[src/rtl/core/rdc_pkg.sv]
`timescale 1ns / 1ps
`default_nettype none

package rdc_pkg;

  localparam int STACK_DEPTH_DEF = 32;
  localparam int VALUE_BITS_DEF  = 31;
  localparam int RADIX_BITS      = 5;
  localparam int DIGIT_BITS      = 4;
  localparam int STEP_BITS       = 3;

  typedef logic [STEP_BITS-1:0] step_t;

  localparam step_t STEP_IDLE     = 3'd0;
  localparam step_t STEP_DIV_INIT = 3'd1;
  localparam step_t STEP_DIV_STEP = 3'd2;
  localparam step_t STEP_PUSH     = 3'd3;
  localparam step_t STEP_POP      = 3'd4;
  localparam step_t STEP_EMIT     = 3'd5;
  localparam step_t STEP_ERR      = 3'd6;

  typedef enum logic [2:0] {
    JC_NEXT,
    JC_ALWAYS,
    JC_START,
    JC_BITS,
    JC_QUOT,
    JC_SP
  } jump_t;

  typedef struct packed {
    logic  load_in;
    logic  div_init;
    logic  div_step;
    logic  push;
    logic  pop;
    logic  emit;
    logic  emit_bad;
    logic  ret;
    jump_t jc;
    step_t target;
  } ctl_t;

  function automatic ctl_t rdc_rom(step_t s);
    ctl_t c;
    c = '{default: '0, jc: JC_NEXT};
    case (s)
      STEP_IDLE: begin
        c.load_in = 1'b1;
        c.jc      = JC_START;
        c.target  = STEP_ERR;
      end
      STEP_DIV_INIT: begin
        c.div_init = 1'b1;
      end
      STEP_DIV_STEP: begin
        c.div_step = 1'b1;
        c.jc       = JC_BITS;
        c.target   = STEP_DIV_STEP;
      end
      STEP_PUSH: begin
        c.push   = 1'b1;
        c.jc     = JC_QUOT;
        c.target = STEP_DIV_INIT;
      end
      STEP_POP: begin
        c.pop = 1'b1;
      end
      STEP_EMIT: begin
        c.emit   = 1'b1;
        c.ret    = 1'b1;
        c.jc     = JC_SP;
        c.target = STEP_POP;
      end
      STEP_ERR: begin
        c.emit_bad = 1'b1;
        c.jc       = JC_ALWAYS;
        c.target   = STEP_IDLE;
      end
      default: begin
        c.jc     = JC_ALWAYS;
        c.target = STEP_IDLE;
      end
    endcase
    return c;
  endfunction

endpackage

`default_nettype wire

[src/rtl/core/radix_digit_converter.sv]
`timescale 1ns / 1ps
`default_nettype none

// Channel   Ports                              Handshake
// command   value, radix                       start & !busy
// result    digit, last_digit, bad_radix       valid, one cycle, no back-pressure
//
// A bad radix (below 2 or above 16) gives its result in the cycle right after
// acceptance.
// Each digit is worked out in the shared restoring divider (one quotient bit
// per cycle) and pushed on the stack, then later popped and emitted.
// No digit comes out before every division is done.
// Reset returns the sequencer to idle with an empty stack; busy stays high
// for the whole item.

module radix_digit_converter
#(
  parameter int STACK_DEPTH = rdc_pkg::STACK_DEPTH_DEF,
  parameter int VALUE_BITS  = rdc_pkg::VALUE_BITS_DEF
) (
  input  wire logic                           clk,
  input  wire logic                           rst,
  input  wire logic                           start,
  output logic                                busy,
  input  wire logic [VALUE_BITS-1:0]          value,
  input  wire logic [rdc_pkg::RADIX_BITS-1:0] radix,
  output logic                                valid,
  output logic [rdc_pkg::DIGIT_BITS-1:0]      digit,
  output logic                                last_digit,
  output logic                                bad_radix
);

  import rdc_pkg::*;

  localparam int AW = (STACK_DEPTH > 1) ? $clog2(STACK_DEPTH) : 1;
  localparam int SPW = $clog2(STACK_DEPTH + 1);
  localparam int CW = $clog2(VALUE_BITS + 1);

  step_t                 pc, pc_next;
  ctl_t                  ctl;
  logic [VALUE_BITS-1:0] quot;
  logic [DIGIT_BITS-1:0] rem;
  logic [RADIX_BITS-1:0] rad;
  logic [CW-1:0]         cnt;
  logic [SPW-1:0]        sp;
  logic [RADIX_BITS-1:0] trial;
  logic                  fits;
  logic                  in_bad;
  logic                  ram_we;
  logic                  ram_re;
  logic [AW-1:0]         ram_raddr;
  logic [DIGIT_BITS-1:0] ram_rdata;
  step_t                 fall;

  assign ctl    = rdc_rom(pc);
  assign in_bad = !(radix inside {[5'd2:5'd16]});
  assign trial  = {rem, quot[VALUE_BITS-1]};
  assign fits   = (trial >= rad);
  assign fall   = ctl.ret ? STEP_IDLE : pc + step_t'(1);

  always_comb begin
    case (ctl.jc)
      JC_NEXT:   pc_next = fall;
      JC_ALWAYS: pc_next = ctl.target;
      JC_START:  pc_next = !start ? pc : (in_bad ? ctl.target : fall);
      JC_BITS:   pc_next = (cnt != CW'(1)) ? ctl.target : fall;
      JC_QUOT:   pc_next = (quot != '0) ? ctl.target : fall;
      JC_SP:     pc_next = (sp != '0) ? ctl.target : fall;
      default:   pc_next = STEP_IDLE;
    endcase
  end

  always_ff @(posedge clk) begin
    if (rst) begin
      pc <= STEP_IDLE;
      sp <= '0;
    end else begin
      pc <= pc_next;
      if (ctl.load_in && start) begin
        sp <= '0;
      end else if (ram_we) begin
        sp <= sp + SPW'(1);
      end else if (ctl.pop) begin
        sp <= sp - SPW'(1);
      end
    end
  end

  always_ff @(posedge clk) begin
    if (ctl.load_in && start) begin
      quot <= value;
      rad  <= radix;
    end
    if (ctl.div_init) begin
      rem <= '0;
      cnt <= CW'(VALUE_BITS);
    end
    if (ctl.div_step) begin
      rem  <= fits ? DIGIT_BITS'(trial - rad) : trial[DIGIT_BITS-1:0];
      quot <= {quot[VALUE_BITS-2:0], fits};
      cnt  <= cnt - CW'(1);
    end
  end

  // drop remainders once the stack is full
  assign ram_we    = ctl.push && (sp < SPW'(STACK_DEPTH));
  assign ram_re    = ctl.pop;
  assign ram_raddr = AW'(sp - SPW'(1));

  rdc_ram #(
    .WIDTH(DIGIT_BITS),
    .DEPTH(STACK_DEPTH),
    .AW   (AW)
  ) u_stack (
    .clk  (clk),
    .we   (ram_we),
    .waddr(sp[AW-1:0]),
    .wdata(rem),
    .re   (ram_re),
    .raddr(ram_raddr),
    .rdata(ram_rdata)
  );

  assign busy       = (pc != STEP_IDLE);
  assign valid      = ctl.emit || ctl.emit_bad;
  assign digit      = ctl.emit ? ram_rdata : '0;
  assign last_digit = ctl.emit_bad || (sp == '0);
  assign bad_radix  = ctl.emit_bad;

endmodule

`default_nettype wire

[src/rtl/core/rdc_ram.sv]
`timescale 1ns / 1ps
`default_nettype none

module rdc_ram #(
  parameter int WIDTH = 4,
  parameter int DEPTH = 32,
  parameter int AW    = $clog2(DEPTH)
) (
  input  wire logic             clk,
  input  wire logic             we,
  input  wire logic [AW-1:0]    waddr,
  input  wire logic [WIDTH-1:0] wdata,
  input  wire logic             re,
  input  wire logic [AW-1:0]    raddr,
  output logic      [WIDTH-1:0] rdata
);

  logic [WIDTH-1:0] mem [DEPTH];

  always_ff @(posedge clk) begin
    if (we) begin
      mem[waddr] <= wdata;
    end
    if (re) begin
      rdata <= mem[raddr];
    end
  end

endmodule

`default_nettype wire

[config.mk]
export PLATFORM = sky130hd
export DESIGN_NAME = radix_digit_converter
export DESIGN_NICKNAME = d
export VERILOG_FILES = /design/src/rtl/core/rdc_pkg.sv /design/src/rtl/core/radix_digit_converter.sv /design/src/rtl/core/rdc_ram.sv
export SDC_FILE = /design/constraint.sdc
export NUM_CORES = 1
export LEC_CHECK = 0
export BUFFER_PORTS_ARGS = -buffer_cell sky130_fd_sc_hd__buf_2
export CAP_MARGIN = 20
export CORE_MARGIN = 10
export CORE_UTILIZATION = 24
export CTS_BUF_LIST = sky130_fd_sc_hd__clkbuf_16
export CTS_CLUSTER_DIAMETER = 50
export DETAILED_ROUTE_END_ITERATION = 16
export PLACE_DENSITY_LB_ADDON = 0.1
export SLEW_MARGIN = 30
export SYNTH_ARGS = -nofsm -noshare
export SYNTH_HDL_FRONTEND = slang
export SYNTH_SLANG_ARGS = --single-unit
[constraint.sdc]
create_clock -name clk -period 3.4 [get_ports clk]
set_clock_uncertainty 0.05 [all_clocks]
set_input_delay 0.85 -clock clk [delete_from_list [all_inputs] [get_ports clk]]
set_output_delay 0.85 -clock clk [all_outputs]
set_load 0.02 [all_outputs]
* Yosys cells after proc, flatten, opt, wreduce, memory -nomap -nowiden
Memory sizes are Yosys's and may differ from the RTL's. A register that Yosys moved wholly into a read port is not among the register bits. Index checks and enable logic that the tools add are counted.
Operators by class: add/subtract/negate cells 5, multiplexer cells 27, magnitude comparators 4, equality and inequality tests 13, reductions and logical operators 16
Operators with widths (number):
- $mux W31 | 2
- $reduce_bool A31 Y1 | 1
- $pmux W6 S5 | 1
- $mux W3 | 6
- $pmux W3 S6 | 1
- $mux W4 | 4
- $eq A3 B3 Y1 const B | 5
- $eq A3 B2 Y1 const B | 4
- $mux W6 | 2
- $mux W5 | 2
- $mux W1 | 9
- $add A6 B1 Y6 const B | 1
- $eq A3 B1 Y1 const B | 2
- $logic_not A3 Y1 | 2
- $logic_not A6 Y1 | 1
- $lt A6 B6 Y1 const B | 1
- $reduce_bool A2 Y1 | 3
- $reduce_bool A6 Y1 | 1
- $sub A6 B1 Y6 const B | 1
- $ge A5 B2 Y1 const B | 1
- $ge A5 B5 Y1 | 1
- $le A5 B5 Y1 const B | 1
- $ne A5 B1 Y1 const B | 1
- $sub A5 B1 Y5 const B | 1
- 7 further kinds | 11
Word-level totals: memories 1, bits in writable memories 128, output and inout bits 8, word-level logic and storage cells 72, register bits 54, input bits 39
Memory list:
- u_stack.mem | depth 32, bits a word 4, read ports 1, clocked after memory_dff 1, wr ports 1, line rdc_ram.sv:18 | logic [WIDTH-1:0] mem [DEPTH];

* Logic depth before layout (Yosys ltp)
Gate-level depths: netlist (run 1).
word-level depth 6, depth in mapped cells 10, gate-level depth less buffers 7

* Hierarchy
A second synthesis (run 1) with hierarchy kept.
Second synthesis, totals: cells, all modules 532, area total of the unflattened synthesis 8008.9 sq um
By module, submodules not included:
- rdc_ram | area an instance 5178.7 sq um, instances 1, cells an instance 231, seq. area each 3963.8 sq um
- radix_digit_converter | area an instance 2830.2 sq um, instances 1, cells an instance 301, seq. area each 1531.5 sq um

* Worst setup path before layout (run 1)
Ideal clock, no wire load.
path type reg2reg, from reg sp[0], to reg u_stack.rdata[1], read port of u_stack.mem (data pin), cell stages (with the launch flop) 10, data required time 3.073 ns, slack 0.851 ns, buffers on the path 4, period minus slack after synthesis 2.549 ns, arrival time 2.221 ns, setup time 0.277 ns, cell sequence dfxtp_1 > buf_6 > buf_2 > inv_1 > ha_1 > clkbuf_2 > buf_1 > mux4_2 > mux2i_1 > a221oi_2
On the way: longest elaborated chain between the ends 1
Ends and longest elaborated chain:
- from (decl) | line radix_digit_converter.sv:45 | logic [SPW-1:0] sp;
- from (signal assigned) | line radix_digit_converter.sv:82 | sp <= sp + SPW'(1);
- from (signal assigned) | line radix_digit_converter.sv:84 | sp <= sp - SPW'(1);
- $sub A6 B1 Y6 | line radix_digit_converter.sv:108 | assign ram_raddr = AW'(sp - SPW'(1));
- to (decl) | line rdc_ram.sv:15 | output logic [WIDTH-1:0] rdata
No other way between the ends. A chain may end at the register's enable or synchronous reset.

* Worst setup path after layout (run 1)
from reg sp[1], to out last_digit
On the way: longest elaborated chain between the ends 2
Ends and longest elaborated chain:
- $logic_not A6 Y1 | line radix_digit_converter.sv:127 | assign last_digit = ctl.emit_bad || (sp == '0);
- $logic_or A1 B1 Y1 | line radix_digit_converter.sv:127
- to (decl) | line radix_digit_converter.sv:29 | output logic last_digit,
No other way between the ends.

==> results.py, run 1 <==
metrics = {
    "route": {
        "first_pass_iters": 4,
        "post-route-drc-count": 0,
        "via_per_inst": 4.28,
        "routed-via-count": 4591,
        "detail-route-antenna-nets": 0,
        "routed_wirelength_um": 19300,
        "wl_per_cell_um": 18.0,
        "drt-initial-drc-count": 259,
    },
    "place": {
        "place_hpwl_um": 13200,
        "port_buffers": 46,
        "gp_congestion": 0.787,
    },
    "grt": {
        "grt_overflow": 0,
        "grt_pass1_vias": 4984,
        "grt_start_max_net_pins": 39,
        "gr-usage-all-layers": 0.0934,
        "grt_pass1_wl_um": 29100,
        "antenna_found_initial": 0,
    },
    "setup_path": {
        "crit_required_ps": 2500,
        "worstSetupPathType": "reg -> out",
        "worst_path_most_repeated_cell": "nand2_1",
        "cpLargestDelayFamily": "simple AND/OR/NAND/NOR gates",
        "cp_slowest_cell": "dfxtp_1",
        "cp_max_fo": 11,
        "crit_buf_inv": 2,
        "crit_arrival_ps": 2190,
        "critPathCaptureType": "output pin",
        "path_cells": "inv_1, ha_1, nor3b_4, nand2_1, nand2_1, buf_2",
        "cp-start-kind": "flop",
        "crit_path_max_incr_delay_ps": 410,
    },
    "logic_synthesis": {
        "yosysWarnings": 0,
        "synth_xor_area_frac": 0.0120,
        "synthArstFlopShare": 0,
        "ys_seq_area_frac": 0.673,
        "synth_edf_count": 177,
        "synthAdderAreaFrac": 0.0208,
        "syn_area_per_cell_um2": 14.6,
        "synth_top_family_by_area": "simple AND/OR/NAND/NOR gates",
        "muxShareOfSynthArea": 0.110,
        "ys_ff_latch": 186,
        "yosysUniqueCellTypes": 55,
        "synthCells": 561,
        "synth_area_um2": 8160,
        "synth_compound_gate_area_share": 0.0375,
        "synth-simple-area-share": 0.122,
        "synthFlopType": "edfxtp_1",
        "synth.net_count": 613,
    },
    "timing": {
        "whs_ps": 494,
        "drv_slew": 0,
        "period_share": 0.909,
        "finalSetupViolations": 0,
        "hold_viol": 0,
        "relSlewSlack": 0.480,
        "fin_setup_tns_ps": 0,
        "max_slew.worst_pin.slew_ps": 777,
        "grt_setup_unrepaired": "no",
        "max_freq_mhz": 323,
        "min_period_ps": 3090,
    },
    "layout": {
        "drive_gt1_frac": 0.214,
        "multi_input_area_um2": 2480,
        "area_growth_pct": 16.2,
        "diodes": 0,
        "seq_area_um2": 5500,
        "final_common_cell": "edfxtp_1",
        "fill_cells": 3490,
        "layout.nets": 664,
        "final_cell_mix": "177 x edfxtp_1, 116 x nand2_1, 51 x nor2_1",
    },
    "power_and_ir_drop": {
        "leakagePower_nw": 3.19,
        "ir_drop_uv": 367,
        "p_per_area_nw_per_um2": 911,
        "power.total_mw": 8.64,
    },
    "clock_network": {
        "cts_tree": "built",
        "cts.htree.levels": 4,
        "cts-buffers-inserted": 17,
        "cts_resized": 0,
        "root_buffer": "clkbuf_16",
        "cts_setup_buffers": 0,
        "clock_latency_ps": 430,
        "ctsHoldBuffers": 0,
        "cts.reportedPaths.clkPinSlew_ps": 70,
        "cts_sinks": 186,
        "clockBufferDepth": 2,
    },
    "outcome": {
        "status": "finished, final reports clean",
    },
    "die": {
        "die_h_um": 204,
        "rows": 67,
        "dieArea_um2": 41800,
        "chipWidth_um": 204,
        "core_area_um2": 33500,
        "start_util": 0.243,
        "top_level_ports": 47,
    },
    "run": {
        "drv_cap": 0,
    },
    "worst_hold_path": {
        "hold_class": "reg -> reg",
    },
}
synthesized netlist by cell type, drive strengths merged, types with 3 or more instances:
master,number,area share
xnor2,7,0.0098
buf,17,0.013
edfxtp,177,0.65
a21oi,5,0.0031
dfxtp,9,0.022
nor2,53,0.025
nand3,6,0.0037
a22o,5,0.0054
nor3,11,0.0067
o21a,4,0.0037
inv,14,0.0064
nand2,116,0.053
clkbuf,8,0.0038
ha,12,0.018
mux2i,18,0.022
nor3b,6,0.0081
mux4,32,0.088
o21ai,6,0.0037
nor4,9,0.0077
nor2b,3,0.0023
a221oi,5,0.0061
and2,7,0.0054
registers in the layout, summed over array words and instances, names as in the netlist:
register / count
rad: 5
u_stack.rdata: 4
u_stack.mem: 128
quot: 31
rem: 4
sp: 6
pc: 3
cnt: 5
final cells by class:
type | instances | area share
inverters | 15 | 0.00594
repair buffers | 57 | 0.0330
clock buffers | 17 | 0.0449
well taps | 448 | 0.0591
flip-flops and latches | 186 | 0.580
clock inverters | 15 | 0.0161
multi-input cells | 335 | 0.261
stage by stage:
| step | worst slack, ps | instance area [um^2] | utilization | instances |
|---|---|---|---|---|
| after floorplan | 851 | 8160 | - | 561 |
| after global placement | 629 | 8900 | 0.266 | 1041 |
| after detailed placement | 476 | 8900 | 0.266 | 1041 |
| after CTS | 276 | 9480 | 0.283 | 1073 |
| after global routing | 102 | 9480 | 0.283 | 1073 |
| final | 309 | 9480 | 0.283 | 1073 |
cell families after synthesis:
kind of cell | count (synthesis)
buffers and inverters | 40
adders and majority gates | 13
muxes | 50
xor gates and xnor gates | 9
and+or+nand+nor | 223
AOI/OAI and AO/OA | 40
DFF | 186
power by group:
part | internal, mW | leakage, nW | switching, mW
registers | 3.28 | 1.68 | 0.255
clock network | 1.04 | 0.285 | 0.911
logic | 1.20 | 1.22 | 1.96
total | 5.51 | 3.19 | 3.13
worst paths after layout:
kind | startpoint | endpoint | slack (ps) | cells past startpoint
hold reg to reg | quot[27] | quot[28] | 490 | 2
setup reg to reg | pc[1] | u_stack.mem[18][0] | 500 | 5
hold / removal | quot[27] | quot[28] | 490 | 2
setup / recovery | sp[1] | last_digit | 310 | 6
routing by layer:
| layer | part of all wire | vias up | routed length, um | track usage |
|---|---|---|---|---|
| met2 | 0.47 | 80 | 9070 | 0.150 |
| met3 | 0.049 | 14 | 946 | 0.0298 |
| met1 | 0.47 | 2293 | 9080 | 0.119 |
| met4 | 0.0093 | 0 | 180 | 0.0249 |
| met5 | 0 | - | 0 | 0 |
| li1 | - | 2204 | - | - |
worst min-delay path: stages (launching register included):
cell and delay (ps):
edfxtp_1 350, nand2_1 50, nand2_1 50
(Power assumes the default switching activity.)
==> run 2, diff against run 1 <==
--- a/config.mk
+++ b/config.mk
@@ -5,6 +5,7 @@
 export SDC_FILE = /design/constraint.sdc
 export NUM_CORES = 1
 export LEC_CHECK = 0
+export ABC_AREA = 1
 export BUFFER_PORTS_ARGS = -buffer_cell sky130_fd_sc_hd__buf_2
 export CAP_MARGIN = 20
 export CORE_MARGIN = 10
==> constraint.sdc (replaced) <==
create_clock -name clk -period 3.4 [get_ports clk]
set_clock_uncertainty 0.05 [all_clocks]
set_input_delay 0.85 -clock clk [delete_from_list [all_inputs] [get_ports clk]]
set_output_delay 0.85 -clock clk [all_outputs]
set_load 0.1 [all_outputs]
==> results.py, run 2 <==
metrics = {
    "grt": {
        "grt_start_max_net_pins": 47,
        "gr-usage-all-layers": 0.105,
        "antenna_found_initial": 2,
        "grt_pass1_vias": 5932,
        "grt_overflow": 0,
        "grt_pass1_wl_um": 35400,
    },
    "die": {
        "core_area_um2": 34600,
        "start_util": 0.244,
        "top_level_ports": 47,
        "die_h_um": 208,
        "dieArea_um2": 43100,
        "chipWidth_um": 208,
        "rows": 68,
    },
    "setup_path": {
        "r2r_end": "sp[4]",
        "crit_path_end": "digit[2]",
        "worstSetupPathType": "reg -> out",
        "cp_max_fo": 6,
        "r2r_slack_ps": 440,
        "critPathCaptureType": "output pin",
        "worstSetupStartpoint": "pc[1]",
        "crit_required_ps": 2500,
        "r2r_cells": 9,
        "cp-start-kind": "flop",
        "r2r-start": "pc[0]",
        "crit_arrival_ps": 2070,
    },
    "layout": {
        "layout.nets": 916,
        "final_common_cell": "nor2_1",
        "largest_reg_flops": 128,
        "final_cell_mix": "183 x nor2_1, 177 x edfxtp_1, 173 x nand2_1",
        "reg_top3": "u_stack.mem (128), quot (31), sp (6)",
        "fill_cells": 3613,
        "utilization": 0.284,
        "seq_area_um2": 5500,
        "diodes": 0,
        "area_growth_pct": 16.5,
        "drive_gt1_frac": 0.129,
        "multi_input_area_um2": 2600,
        "regMostFlops": "u_stack.mem",
    },
    "clock_network": {
        "ctsHoldBuffers": 0,
        "cts_sinks": 186,
        "cts_resized": 0,
        "root_buffer": "clkbuf_16",
        "clock_latency_ps": 430,
        "cts-buffers-inserted": 17,
        "cts_tree": "built",
        "clockBufferDepth": 2,
        "cts_setup_buffers": 0,
        "cts.reportedPaths.clkPinSlew_ps": 80,
        "cts.htree.levels": 4,
    },
    "route": {
        "detail-route-antenna-nets": 0,
        "via_per_inst": 4.33,
        "routed-via-count": 5774,
        "post-route-drc-count": 0,
        "drt-initial-drc-count": 291,
        "routed_wirelength_um": 22700,
        "wl_per_cell_um": 17.0,
        "first_pass_iters": 4,
    },
    "logic_synthesis": {
        "synth_common_cells": "184 x nor2_1, 177 x edfxtp_1, 173 x nand2_1",
        "synth_xor_area_frac": 0.00830,
        "synthTopCellsByArea": "edfxtp_1 63%, nor2_1 8.2%, nand2_1 7.7%",
        "synth_compound_gate_area_share": 0.0932,
        "synth_top_family_by_area": "simple AND/OR/NAND/NOR gates",
        "synth.net_count": 872,
        "synth-simple-area-share": 0.186,
        "synthFlopType": "edfxtp_1",
        "synthArstFlopShare": 0,
        "synthCells": 820,
        "yosysUniqueCellTypes": 30,
        "synthAdderAreaFrac": 0.0201,
        "yosysTopAreaCell": "edfxtp_1",
        "yosysWarnings": 0,
        "synth_top_area_frac": 0.629,
        "ys_seq_area_frac": 0.651,
        "synth_area_um2": 8450,
        "muxShareOfSynthArea": 0,
        "yosysMostFrequentCell": "nor2_1",
        "synth_edf_count": 177,
        "syn_area_per_cell_um2": 10.3,
        "ys_ff_latch": 186,
    },
    "worst_hold_path": {
        "hold_class": "reg -> reg",
    },
    "power_and_ir_drop": {
        "p_per_area_nw_per_um2": 800,
        "leakagePower_nw": 3.61,
        "power.total_mw": 7.87,
        "ir_drop_uv": 380,
    },
    "place": {
        "gp_congestion": 0.751,
        "place_hpwl_um": 14900,
        "port_buffers": 46,
    },
    "timing": {
        "grt_setup_unrepaired": "no",
        "max_slew.worst_pin.slew_ps": 847,
        "min_period_ps": 2970,
        "max_freq_mhz": 337,
        "drv_slew": 0,
        "period_share": 0.873,
        "fin_setup_tns_ps": 0,
        "relSlewSlack": 0.430,
        "finalSetupViolations": 0,
        "hold_viol": 0,
    },
    "run": {
        "drv_cap": 0,
    },
    "outcome": {
        "status": "finished, final reports clean",
    },
}
-- run 2: cell types whose count changed after synthesis, sizes merged, moves of 18 or more --
cell and change:
nand3 +33, inv +36, o21ai +76, nand2 +57, mux2i -18, o211ai +29
nor2 +131, mux4 -32
-- run 2: worst min-delay path by stage --
stage	start	cells past startpoint	endpoint	slack, ps
after global routing	sp[5]	2	sp[5]	510
after global placement	sp[5]	2	sp[5]	460
after CTS	sp[5]	2	sp[5]	470
final	sp[5]	2	sp[5]	470
after floorplan	sp[5]	2	sp[5]	430
after detailed placement	sp[5]	2	sp[5]	460
-- run 2: logic make-up after synthesis --
group,after synthesis
buffers and inverters,85
xor gates and xnor gates,5
and+or+nand+nor,401
AOI/OAI and AO/OA,130
adders and majority gates,13
DFF,186
-- run 2: layer usage --
metal  part of all wire  wire, um  track usage
met2               0.49     11100        0.174
met3              0.031       712       0.0232
met5             0.0015        34            0
met4              0.017       388       0.0346
met1               0.46     10500        0.132
-- run 2: worst max-delay path, stage by stage, from the launching register on --
cell,delay [ps]
dfxtp_1,350
inv_1,150
nand2_1,90
nor2_1,300
inv_1,180
nor2_1,120
buf_2,430
-- run 2: through the flow --
| stage | hold WS (ps) | setup WS (ps) | std cells | instance area [um^2] |
|---|---|---|---|---|
| final | 471 | 431 | 1332 | 9840 |
| after global placement | 461 | 487 | 1300 | 9210 |
| after CTS | 473 | 415 | 1332 | 9840 |
| after global routing | 506 | 73.0 | 1332 | 9840 |
| after floorplan | 435 | 366 | 820 | 8450 |
| after detailed placement | 461 | 452 | 1300 | 9210 |
-- run 2: power breakdown --
part	total, mW	switching (mW)	internal [mW]
registers	3.18	0.156	3.02
logic	2.55	1.86	0.700
clock network	2.14	1.05	1.09
-- run 2: layout make-up --
cell class / instances / share of cell area
timing repair buffer: 60 / 0.0356
clock buffer: 17 / 0.0432
multi-input combinational: 549 / 0.264
tap: 455 / 0.0578
sequential: 186 / 0.558
inverter: 50 / 0.0193
clock inverter: 15 / 0.0212
==> run 3, diff against run 2 <==
--- a/config.mk
+++ b/config.mk
@@ -10,7 +10,7 @@
 export CAP_MARGIN = 20
 export CORE_MARGIN = 10
 export CORE_UTILIZATION = 24
-export CTS_BUF_LIST = sky130_fd_sc_hd__clkbuf_16
+export CTS_BUF_LIST = sky130_fd_sc_hd__clkbuf_2
 export CTS_CLUSTER_DIAMETER = 50
 export DETAILED_ROUTE_END_ITERATION = 16
 export PLACE_DENSITY_LB_ADDON = 0.1
==> results.py, run 3 (synthesized netlist as in run 2, its figures left out) <==
metrics = {
    "grt": {
        "grt_start_max_net_pins": 47,
        "grt_pass1_wl_um": 35300,
        "gr-usage-all-layers": 0.105,
        "antenna_found_initial": 3,
        "grt_pass1_vias": 5924,
        "grt_overflow": 0,
    },
    "timing": {
        "whs_ps": 213,
        "min_period_ps": 3100,
        "period_share": 0.912,
        "max_slew.worst_pin.slew_ps": 805,
        "drv_slew": 0,
        "grt_setup_unrepaired": "no",
        "finalSetupViolations": 0,
        "fin_setup_tns_ps": 0,
        "hold_viol": 0,
        "relSlewSlack": 0.458,
        "max_freq_mhz": 322,
    },
    "die": {
        "start_util": 0.244,
        "top_level_ports": 47,
        "core_area_um2": 34600,
        "die_h_um": 208,
        "rows": 68,
        "chipWidth_um": 208,
        "dieArea_um2": 43100,
    },
    "place": {
        "port_buffers": 46,
        "gp_congestion": 0.751,
        "postPlaceCellArea_um2": 9210,
        "place_hpwl_um": 14900,
    },
    "clock_network": {
        "cts-buffers-inserted": 17,
        "cts_tree": "built",
        "cts.reportedPaths.clkPinSlew_ps": 320,
        "root_buffer": "clkbuf_2",
        "ctsHoldBuffers": 0,
        "cts.htree.levels": 4,
        "clockBufferDepth": 2,
        "cts_sinks": 186,
        "clock_latency_ps": 800,
    },
    "layout": {
        "seq_area_um2": 5500,
        "final_common_cell": "nor2_1",
        "largest_reg_flops": 128,
        "layout.nets": 916,
        "postLayoutCellArea_um2": 9530,
        "multi_input_area_um2": 2610,
        "area_growth_pct": 12.8,
        "fill_cells": 3658,
        "final_cell_mix": "182 x nor2_1, 177 x edfxtp_1, 172 x nand2_1",
        "reg_top3": "u_stack.mem (128), quot (31), sp (6)",
        "regMostFlops": "u_stack.mem",
        "drive_gt1_frac": 0.131,
        "utilization": 0.275,
    },
    "setup_path": {
        "crit_arrival_ps": 2200,
        "critPathCaptureType": "output pin",
        "cp_max_fo": 6,
        "r2r_slack_ps": 420,
        "crit_buf_inv": 3,
        "cp-start-kind": "flop",
        "r2r_cells": 6,
        "worstSetupPathType": "reg -> out",
        "path_cells": "inv_1, nand2_1, nor2_2, inv_1, nor2_1, buf_4",
        "worst_path_most_repeated_cell": "inv_1",
        "r2r_end": "u_stack.mem[30][0]",
        "cp_slowest_cell": "dfxtp_1",
        "r2r-start": "pc[2]",
        "cpLargestDelayFamily": "buffers and inverters",
        "crit_path_max_incr_delay_ps": 420,
        "crit_required_ps": 2500,
    },
    "power_and_ir_drop": {
        "leakagePower_nw": 3.48,
        "p_per_area_nw_per_um2": 738,
        "ir_drop_uv": 335,
        "power.total_mw": 7.03,
    },
    "route": {
        "first_pass_iters": 5,
        "wl_per_cell_um": 16.9,
        "routed-via-count": 5697,
        "routed_wirelength_um": 22500,
        "detail-route-antenna-nets": 0,
        "post-route-drc-count": 0,
        "drt-initial-drc-count": 301,
        "via_per_inst": 4.27,
    },
    "run": {
        "drv_cap": 0,
    },
    "worst_hold_path": {
        "hold_start": "radix[2]",
        "min_to": "rad[2]",
        "hold_class": "in -> reg",
        "worst_hold_path.num_cells": 1,
    },
    "outcome": {
        "status": "finished, final reports clean",
    },
}
run 3: cell types whose count changed in the layout (fill, tap and decap cells not counted), moves of 4 or more:
| cell | change |
|---|---|
| buf_4 | +4 |
| clkbuf_2 | +17 |
| buf_2 | -5 |
| clkbuf_16 | -17 |
run 3: metal layers:
metal	share of wire	track usage	vias up	wire (um)
met5	0.00062	0	-	14
met4	0.013	0.0311	4	290
met3	0.031	0.0239	15	687
met2	0.49	0.174	86	11000
met1	0.47	0.133	2709	10500
li1	-	-	2883	-
run 3: report_power, final:
| part | leakage (nW) | internal (mW) | switching [mW] |
|---|---|---|---|
| clock | 0.166 | 0.345 | 0.955 |
| sequential | 1.68 | 3.02 | 0.156 |
| combinational | 1.63 | 0.702 | 1.85 |
run 3: worst reg2reg max path: stages (launching register included):
cell     delay, ps
dfxtp_1        420
inv_1          200
ha_1           310
inv_1           60
nor2_1         520
nand2_1        620
nor2_1         460
run 3: timing repair:
action / in CTS / in global routing
cloned: 0 / 0
setup endpoints to repair: 5 / 6
buffers inserted: 0 / 0
gates resized for setup: 5 / 3
run 3: how the worst max path moves through the flow:
| stage | cells past startpoint | start | end |
|---|---|---|---|
| floorplan | 4 | pc[2] | last_digit |
| global placement | 9 | pc[0] | sp[4] |
| detailed placement | 9 | pc[0] | sp[4] |
| CTS | 6 | pc[1] | digit[2] |
| global route | 6 | pc[1] | digit[1] |
| finish | 6 | pc[1] | digit[0] |
run 3: per-stage QoR:
stage / worst slack [ps] / std cells
6_report: 298 / 1333
5_1_grt: 16.8 / 1333
4_1_cts: 55.4 / 1332
3_5_place_dp: 452 / 1300
3_3_place_gp: 487 / 1300
2_1_floorplan: 366 / 820
run 3: final cells by class:
cell class	count	area share
tap	455	0.0598
inverter	50	0.0200
clock inverter	15	0.0219
multi-input combinational	549	0.274
timing repair buffer	60	0.0385
antenna	1	0.000263
sequential	186	0.577
clock buffer	17	0.00893
